`src/sv/led_cross_fade_engine_unit_assert.svh`:
```
// Assertion macros for the LED cross-fade engine.
// Used by led_cross_fade_engine_unit; expects i_clk and i_rst_n in scope.
`ifndef LED_CROSS_FADE_ENGINE_UNIT_ASSERT_SVH
`define LED_CROSS_FADE_ENGINE_UNIT_ASSERT_SVH

// Same-cycle implication, checked out of reset
`define LCFE_ASSERT_IMP(lbl, ante, cons, msg) \
    lbl: assert property (@(posedge i_clk) disable iff (!i_rst_n) (ante) |-> (cons)) \
        else $error(msg);

// Next-cycle implication, checked out of reset
`define LCFE_ASSERT_NXT(lbl, ante, cons, msg) \
    lbl: assert property (@(posedge i_clk) disable iff (!i_rst_n) (ante) |=> (cons)) \
        else $error(msg);

`endif

```
`src/sv/lcfe_pkg.sv`:
```
// Shared types and constants for the LED cross-fade engine.
// No dependencies; used by led_cross_fade_engine_unit.
package lcfe_pkg;

    // Sequencer states
    typedef enum logic [2:0] {
        ST_IDLE,
        ST_SRD,
        ST_DIV,
        ST_SWR,
        ST_WALK,
        ST_ERD,
        ST_EOUT
    } t_state;

    // Request kinds
    localparam logic [1:0] OP_TICK     = 2'd0;
    localparam logic [1:0] OP_START    = 2'd1;
    localparam logic [1:0] OP_INVERT   = 2'd2;
    localparam logic [1:0] OP_RESERVED = 2'd3;

    // Animation modes
    localparam logic [1:0] MODE_NONE     = 2'd0;
    localparam logic [1:0] MODE_ON       = 2'd1;
    localparam logic [1:0] MODE_FADE     = 2'd2;
    localparam logic [1:0] MODE_RESERVED = 2'd3;

    localparam logic [7:0] LEVEL_MAX   = 8'd255;
    localparam int         MAP_ENTRIES = 15;
    localparam int         IN_DATA_W   = 40;
    localparam int         OUT_DATA_W  = 32;

    // Wired position of each animation slot
    localparam logic [3:0] WIRING [MAP_ENTRIES] =
        '{4'd2, 4'd1, 4'd0, 4'd3, 4'd4, 4'd5, 4'd8, 4'd7, 4'd6,
          4'd9, 4'd10, 4'd11, 4'd14, 4'd13, 4'd12};

    // Slots past the wiring table map to their own index
    function automatic logic [5:0] map_pos(logic [5:0] slot);
        logic [5:0] pos;
        if (slot < 6'(MAP_ENTRIES)) begin
            pos = {2'b00, WIRING[slot[3:0]]};
        end else begin
            pos = slot;
        end
        return pos;
    endfunction

endpackage

```
`src/sv/led_cross_fade_engine_unit.sv`:
```
// Channel      | dir | payload
// s_axis       | in  | tuser: op; tdata: led, target_red/green/blue, mode, duration
// m_axis       | out | tdata: position, out_red/green/blue; tlast: last
// A start with a nonzero duration also runs the bit-serial divider
// (three channel lanes in parallel).
// A tick walks the slot memory (one read port, one slot per cycle), then
// emits every pixel, stalling while the output is not ready.
// Requests are taken only in the idle state; reset is synchronous, active low,
// and clears the valid bits of both memories, so no clearing pass is needed.
// Top level of the LED cross-fade engine; uses lcfe_pkg, lcfe_div and the
// assertion header led_cross_fade_engine_unit_assert.svh.
`include "led_cross_fade_engine_unit_assert.svh"

module led_cross_fade_engine_unit #(
    parameter int PIXEL_COUNT = 15,
    parameter int FRAC_BITS   = 8
) (
    input  logic                           i_clk,
    input  logic                           i_rst_n,
    input  logic                           s_axis_tvalid,
    output logic                           s_axis_tready,
    // led[3:0], target_red[11:4], target_green[19:12], target_blue[27:20],
    // mode[29:28], duration[37:30], zero fill above
    input  logic [lcfe_pkg::IN_DATA_W-1:0] s_axis_tdata,
    // op[1:0]
    input  logic [1:0]                     s_axis_tuser,
    output logic                           m_axis_tvalid,
    input  logic                           m_axis_tready,
    // position[3:0], out_red[10:4], out_green[17:11], out_blue[24:18], zero fill
    output logic [lcfe_pkg::OUT_DATA_W-1:0] m_axis_tdata,
    output logic                           m_axis_tlast
);
    localparam int SW  = $clog2(PIXEL_COUNT);
    localparam int KW  = $clog2(PIXEL_COUNT + 1);
    localparam int CW  = 8 + FRAC_BITS;
    localparam int SDW = 9 + FRAC_BITS;
    localparam logic [CW-1:0] TOP = {8'hFF, {FRAC_BITS{1'b0}}};

    // Slot memory, one entry per animation slot
    logic [3*CW-1:0]  r_mem_cur   [PIXEL_COUNT];
    logic [3*SDW-1:0] r_mem_step  [PIXEL_COUNT];
    logic [23:0]      r_mem_tgt   [PIXEL_COUNT];
    logic [31:0]      r_mem_sf    [PIXEL_COUNT];
    logic [7:0]       r_mem_len   [PIXEL_COUNT];
    logic [1:0]       r_mem_mode  [PIXEL_COUNT];
    logic [PIXEL_COUNT-1:0] r_slot_vld;
    // Pixel memory, one entry per chain position
    logic [20:0]      r_mem_pix   [PIXEL_COUNT];
    logic [PIXEL_COUNT-1:0] r_pix_vld;

    // Registered read data
    logic [3*CW-1:0]  r_q_cur;
    logic [3*SDW-1:0] r_q_step;
    logic [23:0]      r_q_tgt;
    logic [31:0]      r_q_sf;
    logic [7:0]       r_q_len;
    logic [1:0]       r_q_mode;
    logic             r_q_vld;
    logic [20:0]      r_pq;
    logic             r_pq_vld;

    lcfe_pkg::t_state r_state, n_state;
    logic [31:0]      r_fc;
    logic [KW-1:0]    r_k;
    logic             r_pend;
    logic [KW-1:0]    r_pslot;

    // Captured request
    logic [1:0]  r_op;
    logic [3:0]  r_led;
    logic [23:0] r_in_tgt;
    logic [1:0]  r_in_mode;
    logic [7:0]  r_dur;
    logic [23:0] r_tgt;
    logic [2:0]  r_neg;

    logic             acc;
    logic [1:0]       in_op;
    logic [3:0]       in_led;
    logic             led_ok;

    logic             slot_rd;
    logic [SW-1:0]    slot_ra;
    logic             slot_we;
    logic [SW-1:0]    slot_wa;
    logic [3*CW-1:0]  w_cur;
    logic [3*SDW-1:0] w_step;
    logic [23:0]      w_tgt;
    logic [31:0]      w_sf;
    logic [7:0]       w_len;
    logic [1:0]       w_mode;
    logic             pix_we;
    logic [SW-1:0]    pix_wa;
    logic [20:0]      pix_wd;

    // Effective read data: a never-written entry reads as zero
    logic [3*CW-1:0]  e_cur;
    logic [3*SDW-1:0] e_step;
    logic [23:0]      e_tgt;
    logic [31:0]      e_sf;
    logic [7:0]       e_len;
    logic [1:0]       e_mode;

    logic             div_start;
    logic [CW-1:0]    div_mag [3];
    logic [CW-1:0]    div_quo [3];
    logic [2:0]       div_busy;
    logic [23:0]      s_tgt;
    logic [2:0]       s_neg;
    logic [3*SDW-1:0] s_step;
    logic [3*CW-1:0]  t_cur;
    logic [20:0]      t_pix;
    logic [5:0]       t_pos;

    assign in_op  = s_axis_tuser;
    assign in_led = s_axis_tdata[3:0];
    assign acc    = s_axis_tvalid && s_axis_tready;
    assign led_ok = 32'(in_led) < PIXEL_COUNT;

    assign e_cur  = r_q_vld ? r_q_cur  : '0;
    assign e_step = r_q_vld ? r_q_step : '0;
    assign e_tgt  = r_q_vld ? r_q_tgt  : '0;
    assign e_sf   = r_q_vld ? r_q_sf   : '0;
    assign e_len  = r_q_vld ? r_q_len  : '0;
    assign e_mode = r_q_vld ? r_q_mode : '0;

    // Start: targets, differences and divider operands
    always_comb begin
        logic [CW-1:0]  cur;
        logic [7:0]     tg;
        logic [SDW-1:0] diff;
        logic [SDW-1:0] mag;
        for (int c = 0; c < 3; c++) begin
            cur = e_cur[c*CW +: CW];
            if (r_op == lcfe_pkg::OP_START) begin
                tg = r_in_tgt[c*8 +: 8];
            end else begin
                tg = 8'(lcfe_pkg::LEVEL_MAX - cur[CW-1:FRAC_BITS]);
            end
            diff = {1'b0, tg, {FRAC_BITS{1'b0}}} - {1'b0, cur};
            mag  = diff[SDW-1] ? SDW'(-diff) : diff;
            s_tgt[c*8 +: 8] = tg;
            s_neg[c]        = diff[SDW-1];
            div_mag[c]      = mag[CW-1:0];
        end
    end

    // Signed steps from the quotients
    always_comb begin
        logic [SDW-1:0] q;
        for (int c = 0; c < 3; c++) begin
            q = {1'b0, div_quo[c]};
            if (r_dur == 8'd0) begin
                s_step[c*SDW +: SDW] = '0;
            end else begin
                s_step[c*SDW +: SDW] = r_neg[c] ? SDW'(-q) : q;
            end
        end
    end

    genvar g;
    generate
        for (g = 0; g < 3; g++) begin : g_div
            lcfe_div #(.CW(CW)) u_div (
                .i_clk   (i_clk),
                .i_rst_n (i_rst_n),
                .i_start (div_start),
                .i_num   (div_mag[g]),
                .i_den   (r_dur),
                .o_busy  (div_busy[g]),
                .o_quo   (div_quo[g])
            );
        end
    endgenerate

    // Tick: advance one slot and form its pixel
    always_comb begin
        logic [31:0]    elapsed;
        logic           in_fade;
        logic [CW-1:0]  cur;
        logic [SDW:0]   sum;
        logic [CW-1:0]  nv;
        logic [7:0]     lvl;
        elapsed = r_fc - e_sf;
        in_fade = elapsed <= {24'd0, e_len};
        t_cur   = e_cur;
        for (int c = 0; c < 3; c++) begin
            cur = e_cur[c*CW +: CW];
            sum = {2'b00, cur} + {e_step[c*SDW + SDW-1], e_step[c*SDW +: SDW]};
            if (!in_fade) begin
                nv = {e_tgt[c*8 +: 8], {FRAC_BITS{1'b0}}};
            end else if (sum[SDW]) begin
                nv = '0;
            end else if (sum[SDW-1:0] > {1'b0, TOP}) begin
                nv = TOP;
            end else begin
                nv = sum[CW-1:0];
            end
            if (e_mode == lcfe_pkg::MODE_ON) begin
                lvl = e_tgt[c*8 +: 8];
            end else begin
                lvl = nv[CW-1:FRAC_BITS];
            end
            t_cur[c*CW +: CW] = nv;
            t_pix[c*7 +: 7]   = lvl[7:1];
        end
        t_pos = lcfe_pkg::map_pos(6'(r_pslot));
    end

    // Next state, memory ports and handshake
    always_comb begin
        n_state   = r_state;
        slot_rd   = 1'b0;
        slot_ra   = SW'(in_led);
        slot_we   = 1'b0;
        slot_wa   = SW'(r_led);
        w_cur     = e_cur;
        w_step    = s_step;
        w_tgt     = r_tgt;
        w_sf      = r_fc;
        w_len     = r_dur;
        w_mode    = r_in_mode;
        pix_we    = 1'b0;
        pix_wa    = SW'(t_pos);
        pix_wd    = t_pix;
        div_start = 1'b0;
        unique case (r_state)
            lcfe_pkg::ST_IDLE: begin
                if (acc) begin
                    priority if (in_op == lcfe_pkg::OP_TICK) begin
                        n_state = lcfe_pkg::ST_WALK;
                    end else if ((in_op == lcfe_pkg::OP_START ||
                                  in_op == lcfe_pkg::OP_INVERT) && led_ok) begin
                        slot_rd = 1'b1;
                        n_state = lcfe_pkg::ST_SRD;
                    end else begin
                        n_state = lcfe_pkg::ST_IDLE;
                    end
                end
            end
            lcfe_pkg::ST_SRD: begin
                div_start = r_dur != 8'd0;
                n_state   = (r_dur != 8'd0) ? lcfe_pkg::ST_DIV : lcfe_pkg::ST_SWR;
            end
            lcfe_pkg::ST_DIV: begin
                if (div_busy == 3'b000) begin
                    n_state = lcfe_pkg::ST_SWR;
                end
            end
            lcfe_pkg::ST_SWR: begin
                slot_we = 1'b1;
                n_state = lcfe_pkg::ST_IDLE;
            end
            lcfe_pkg::ST_WALK: begin
                slot_rd = 32'(r_k) < PIXEL_COUNT;
                slot_ra = SW'(r_k);
                if (r_pend) begin
                    slot_wa = SW'(r_pslot);
                    w_cur   = t_cur;
                    w_step  = e_step;
                    w_tgt   = e_tgt;
                    w_sf    = e_sf;
                    w_len   = e_len;
                    w_mode  = e_mode;
                    slot_we = e_mode == lcfe_pkg::MODE_FADE;
                    pix_we  = (e_mode == lcfe_pkg::MODE_FADE ||
                               e_mode == lcfe_pkg::MODE_ON) &&
                              (32'(t_pos) < PIXEL_COUNT);
                end
                if (!slot_rd && !r_pend) begin
                    n_state = lcfe_pkg::ST_ERD;
                end
            end
            lcfe_pkg::ST_ERD: begin
                n_state = lcfe_pkg::ST_EOUT;
            end
            lcfe_pkg::ST_EOUT: begin
                if (m_axis_tready) begin
                    n_state = (32'(r_k) == PIXEL_COUNT - 1) ? lcfe_pkg::ST_IDLE
                                                           : lcfe_pkg::ST_ERD;
                end
            end
            default: begin
                n_state = lcfe_pkg::ST_IDLE;
            end
        endcase
    end

    // State register
    always_ff @(posedge i_clk) begin
        if (!i_rst_n) begin
            r_state <= lcfe_pkg::ST_IDLE;
        end else begin
            r_state <= n_state;
        end
    end

    // Frame count, walk counter and valid bits
    always_ff @(posedge i_clk) begin
        if (!i_rst_n) begin
            r_fc       <= '0;
            r_k        <= '0;
            r_pend     <= 1'b0;
            r_slot_vld <= '0;
            r_pix_vld  <= '0;
        end else begin
            if (acc && in_op == lcfe_pkg::OP_TICK) begin
                r_fc   <= r_fc + 32'd1;
                r_k    <= '0;
                r_pend <= 1'b0;
            end
            // Hold the count past the table until the last slot is written back
            if (r_state == lcfe_pkg::ST_WALK) begin
                r_pend <= slot_rd;
                if (slot_rd) begin
                    r_k <= r_k + 1'b1;
                end else if (!r_pend) begin
                    r_k <= '0;
                end
            end
            if (r_state == lcfe_pkg::ST_EOUT && m_axis_tready) begin
                r_k <= r_k + 1'b1;
            end
            if (slot_we) begin
                r_slot_vld[slot_wa] <= 1'b1;
            end
            if (pix_we) begin
                r_pix_vld[pix_wa] <= 1'b1;
            end
        end
    end

    // Capture request fields and start results
    always_ff @(posedge i_clk) begin
        if (acc) begin
            r_op      <= in_op;
            r_led     <= in_led;
            r_in_tgt  <= s_axis_tdata[27:4];
            r_in_mode <= s_axis_tdata[29:28];
            r_dur     <= s_axis_tdata[37:30];
        end
        if (r_state == lcfe_pkg::ST_SRD) begin
            r_tgt <= s_tgt;
            r_neg <= s_neg;
        end
        r_pslot <= r_k;
    end

    // Slot memory: one read, one write per cycle
    always_ff @(posedge i_clk) begin
        if (slot_we) begin
            r_mem_cur[slot_wa]  <= w_cur;
            r_mem_step[slot_wa] <= w_step;
            r_mem_tgt[slot_wa]  <= w_tgt;
            r_mem_sf[slot_wa]   <= w_sf;
            r_mem_len[slot_wa]  <= w_len;
            r_mem_mode[slot_wa] <= w_mode;
        end
        if (slot_rd) begin
            r_q_cur  <= r_mem_cur[slot_ra];
            r_q_step <= r_mem_step[slot_ra];
            r_q_tgt  <= r_mem_tgt[slot_ra];
            r_q_sf   <= r_mem_sf[slot_ra];
            r_q_len  <= r_mem_len[slot_ra];
            r_q_mode <= r_mem_mode[slot_ra];
            r_q_vld  <= r_slot_vld[slot_ra];
        end
    end

    // Pixel memory: written by the walk, read by the emit loop
    always_ff @(posedge i_clk) begin
        if (pix_we) begin
            r_mem_pix[pix_wa] <= pix_wd;
        end
        if (r_state == lcfe_pkg::ST_ERD) begin
            r_pq     <= r_mem_pix[SW'(r_k)];
            r_pq_vld <= r_pix_vld[SW'(r_k)];
        end
    end

    assign s_axis_tready = r_state == lcfe_pkg::ST_IDLE;
    assign m_axis_tvalid = r_state == lcfe_pkg::ST_EOUT;
    assign m_axis_tlast  = 32'(r_k) == PIXEL_COUNT - 1;
    assign m_axis_tdata  = {7'd0, (r_pq_vld ? r_pq : 21'd0), 4'(r_k)};

    `LCFE_ASSERT_IMP(a_no_overlap, m_axis_tvalid, !s_axis_tready, "request taken while emitting")
    `LCFE_ASSERT_NXT(a_tick_walk, acc && in_op == lcfe_pkg::OP_TICK, r_state == lcfe_pkg::ST_WALK, "tick did not start walk")
    `LCFE_ASSERT_IMP(a_div_state, div_busy != 3'b000, r_state == lcfe_pkg::ST_DIV, "divider busy outside divide")
    `LCFE_ASSERT_IMP(a_walk_wr, slot_we && r_state == lcfe_pkg::ST_WALK, slot_wa != slot_ra || !slot_rd, "walk write hits read slot")

endmodule

```
`src/sv/lcfe_div.sv`:
```
// Restoring divider lane: unsigned magnitude by 8-bit divisor, one bit a cycle.
// Depends on nothing; instantiated three times by the top level.
module lcfe_div #(
    parameter int CW = 16
) (
    input  logic          i_clk,
    input  logic          i_rst_n,
    input  logic          i_start,
    input  logic [CW-1:0] i_num,
    input  logic [7:0]    i_den,
    output logic          o_busy,
    output logic [CW-1:0] o_quo
);
    localparam int CNT_W = $clog2(CW + 1);

    logic             r_busy;
    logic [CNT_W-1:0] r_cnt;
    logic [7:0]       r_rem;
    logic [CW-1:0]    r_quo;
    logic [7:0]       r_den;
    logic [8:0]       trial;
    logic             fits;

    // Shift in the next numerator bit and try the subtraction
    assign trial = {r_rem, r_quo[CW-1]};
    assign fits  = trial >= {1'b0, r_den};

    // Control: count down one bit per cycle
    always_ff @(posedge i_clk) begin
        if (!i_rst_n) begin
            r_busy <= 1'b0;
            r_cnt  <= '0;
        end else if (i_start) begin
            r_busy <= 1'b1;
            r_cnt  <= CNT_W'(CW);
        end else if (r_busy) begin
            r_cnt <= r_cnt - 1'b1;
            if (r_cnt == CNT_W'(1)) begin
                r_busy <= 1'b0;
            end
        end
    end

    // Datapath: remainder and quotient shift register
    always_ff @(posedge i_clk) begin
        if (i_start) begin
            r_rem <= '0;
            r_quo <= i_num;
            r_den <= i_den;
        end else if (r_busy) begin
            r_rem <= fits ? 8'(trial - {1'b0, r_den}) : trial[7:0];
            r_quo <= {r_quo[CW-2:0], fits};
        end
    end

    assign o_busy = r_busy;
    assign o_quo  = r_quo;

endmodule
```
`config.mk`:
```
export PLATFORM = sky130hd
export DESIGN_NAME = led_cross_fade_engine_unit
export DESIGN_NICKNAME = d
export VERILOG_FILES = /design/src/sv/lcfe_pkg.sv /design/src/sv/led_cross_fade_engine_unit.sv /design/src/sv/lcfe_div.sv
export VERILOG_INCLUDE_DIRS = /design/src /design/src/sv
export SDC_FILE = /design/constraint.sdc
export NUM_CORES = 2
export LEC_CHECK = 0
export ABC_CLOCK_PERIOD_IN_PS = 22000
export CAP_MARGIN = 20
export CORE_ASPECT_RATIO = 0.7
export CORE_MARGIN = 8
export CORE_UTILIZATION = 31
export DETAILED_ROUTE_END_ITERATION = 7
export DONT_BUFFER_PORTS = 1
export GPL_ROUTABILITY_DRIVEN = 0
export SLEW_MARGIN = 25
export SYNTH_ARGS = -nofsm -noshare
export SYNTH_HDL_FRONTEND = slang
export SYNTH_SLANG_ARGS = --single-unit
```
`constraint.sdc`:
```
create_clock -name i_clk -period 22 [get_ports i_clk]
set_input_delay 1.1 -clock i_clk [delete_from_list [all_inputs] [get_ports i_clk]]
set_output_delay 1.1 -clock i_clk [all_outputs]
set_load 0.02 [all_outputs]
```
==> impl_metrics.ini <==
[power]
powerDensity_nw_per_um2 = 129
p_leak_nw = 51.3
max-vdd-ir-drop_mv = 0.150
clkPwrFrac = 0.263
combPwrFrac = 0.318
power.switching_mw = 7.09
p_seq_frac = 0.419
swShare = 0.359
p_int_mw = 12.6

[final_layout]
stdcell_count = 16700
drive_gt1_frac = 0.0835
final_area_sq_um = 152000
final_cell_mix = 3101 x edfxtp_1, 2735 x nand2_1, 1189 x nand3_1, 374 x a311oi_1, 337 x nor2_1
final_common_cell = edfxtp_1
fin_util = 0.349
final_nets = 10800
syn_to_final_growth_pct = 12.6

[setup_path]
worstPathRequired_ns = 22.51
slowest_delay_ns = 0.98
timing.critical_path.mode_cell = buf_4
path_cells = buf_12 -> buf_4 -> nand2_1 -> ha_1 -> a21oi_1 -> o21a_1 -> nor2_1 -> nor4_1 -> o311ai_0 -> nor3_1 -> nand4_1 -> nor4_4 -> and4_1 -> buf_4 -> nand4_2 -> o21ai_1
cp_max_fo = 76
critical_path_class = flip-flop to flip-flop
crit_path_start_kind = flip-flop
critPathArrivalTime_ns = 7.85
cp_slowest_cell = edfxtp_1
critPathCaptureType = flip-flop
r2r_slack_ns = 14.66

[route]
drc = 0
wl_per_cell_microns = 22.9
finalWirelength_mm = 382
viasPerCell = 5.26
antenna_left = 0
drtIter0Drc = 10700
vias = 87500
drt_first_pass_iters = 5

[global_route]
grt_pass1_vias = 80600
grt_pass1_wl_mm = 560
gr-usage-all-layers = 0.159
grt_max_degree = 156
grt_remaining_overflow = 0
antenna_found_initial = 21

[floorplan]
num_io_pins = 81
std_cell_rows = 203
core_sq_um = 436000
die-width_microns = 806
die_h_microns = 569
dieArea_sq_um = 458000
start_util = 0.311

[cts]
cts-htree-levels = 5
clock-sinks = 3217
ctsLongestPathBuffers = 4
cts-buffers-inserted = 304
cts_resized = 0
clock_latency_ns = 0.90
postCtsSetupBuffers = 0
cts.reportedPaths.clkPinSlew_ns = 0.06
cts-root-buf = clkbuf_16
cts_tree = yes
cts_hold_buf = 0

[timing]
timing.fmax_mhz = 136
rsz0062_at_grt = no
fin_tns_setup_ns = 0
relSlewSlack = 0.202
tightest_slew_ns = 1.20
period_needed_ns = 7.34
hold_violations = 0
maxSlewViolCount = 0
clock_skew_ns = 0.0584
fin_crit_sh = 0.334
setup_viol = 0

[yosys]
synth_cells = 10700
synth-seq-area-share = 0.705
syn-mean-instance-area_sq_um = 12.7
synthFlopType = edfxtp_1
ys_types = 84
synth_edf_count = 3101
syn_area_sq_um = 135000
synth-seq-cells = 3217
yosys_warnings = 0
async_flop_share = 0

[flow_run]
maxCapViolCount = 0

[worst_hold_path]
hp-class = primary input to flip-flop

[placement]
placedCellCount = 16100
dpl_cell_area_sq_um = 143000
detailed_place_hpwl_mm = 201
portBuffers = 0

[run_status]
outcome = complete, no violations
-- worst paths after layout --
kind                                  start                         end  cells after the start
setup / recovery          r_q_vld$_DFFE_PP_  r_mem_cur[11][7]$_DFFE_PP_                     16
hold / removal             s_axis_tdata[11]       r_in_tgt[7]$_DFFE_PP_                      0
setup reg to reg          r_q_vld$_DFFE_PP_  r_mem_cur[11][7]$_DFFE_PP_                     16
hold reg to reg   r_pix_vld[6]$_SDFFE_PN0P_   r_pix_vld[6]$_SDFFE_PN0P_                      1
-- cell families (layout without fill, tap and decap cells) --
family	after synthesis	count (layout)	synth area share
xor gates and xnor gates	219	219	0.0142
buffers and inverters	795	919	0.0228
muxes	171	171	0.0211
adders and majority gates	170	170	0.0161
DFF	3217	3217	0.705
and+or+nand+nor	4705	4705	0.150
AOI/OAI and AO/OA	1400	1400	0.0710
other	1	11	0.0000277
-- routing by layer --
layer | global-route usage | wire length (microns)
met1 | 0.246 | 176000
met2 | 0.236 | 164000
met3 | 0.0249 | 34500
met4 | 0.0327 | 7770
met5 | 0 | 0
-- critical path, delay by kind of cell (launching register included) --
family / cells / cell delay (ns)
AOI/OAI and AO/OA: 4 / 1.80
buffers and inverters: 3 / 1.31
adders and majority gates: 1 / 0.45
DFF: 1 / 0.98
and+or+nand+nor: 8 / 2.35
-- Yosys cell counts, drive strengths merged (78+ instances only) --
master,number,area share
and2,122,0.0056
clkbuf,600,0.017
dfxtp,116,0.017
nand2,2738,0.076
mux4,89,0.015
xor2,78,0.0050
nor2,365,0.010
nand3,1192,0.044
a311oi,374,0.024
inv,117,0.0032
edfxtp,3101,0.69
xnor2,141,0.0091
a31oi,200,0.0092
a21oi,226,0.0084
o21ai,280,0.010
ha,163,0.015
-- sequential cells by signal, indices dropped and copies added, names as in the netlist, 21 cells and up --
signal	cells
r_pq	21
r_mem_sf	480
g_div.u_div.o_quo	48
r_q_cur	48
r_fc	32
r_mem_mode	30
r_q_tgt	24
r_mem_step	765
r_q_step	51
r_mem_len	120
r_q_sf	32
r_mem_tgt	360
r_mem_cur	720
r_in_tgt	24
r_tgt	24
r_mem_pix	315
g_div.u_div.r_rem	24
-- layout make-up --
cell class / count / area, sq um
Fill cell: 42100 / 284000
Sequential cell: 3217 / 95500
Multi-Input combinational cell: 6672 / 37400
Clock buffer: 382 / 8050
Tap cell: 5842 / 7310
Timing Repair Buffer: 258 / 2230
Clock inverter: 161 / 1460
Inverter: 118 / 443
Antenna cell: 4 / 10.0
-- metrics by stage --
stage                     hold slack (ns)  total power, mW  setup slack, ns
after floorplan                     0.435             12.4            11.59
after detailed placement            0.453             14.5            14.64
after CTS                           0.228             19.7            14.59
after global placement              0.444             14.4            14.65
after global routing                0.247             20.6            14.27
final                               0.302             19.7            14.66
-- power groups by stage --
stage / clock network [mW] / registers, mW / logic, mW
2_1_floorplan: 0 / 8.25 / 4.12
3_3_place_gp: 0 / 8.39 / 6.05
3_5_place_dp: 0 / 8.38 / 6.13
4_1_cts: 5.27 / 8.26 / 6.17
5_1_grt: 5.49 / 8.29 / 6.82
6_report: 5.19 / 8.26 / 6.26
Note: power is estimated with default switching activity, not from simulation.
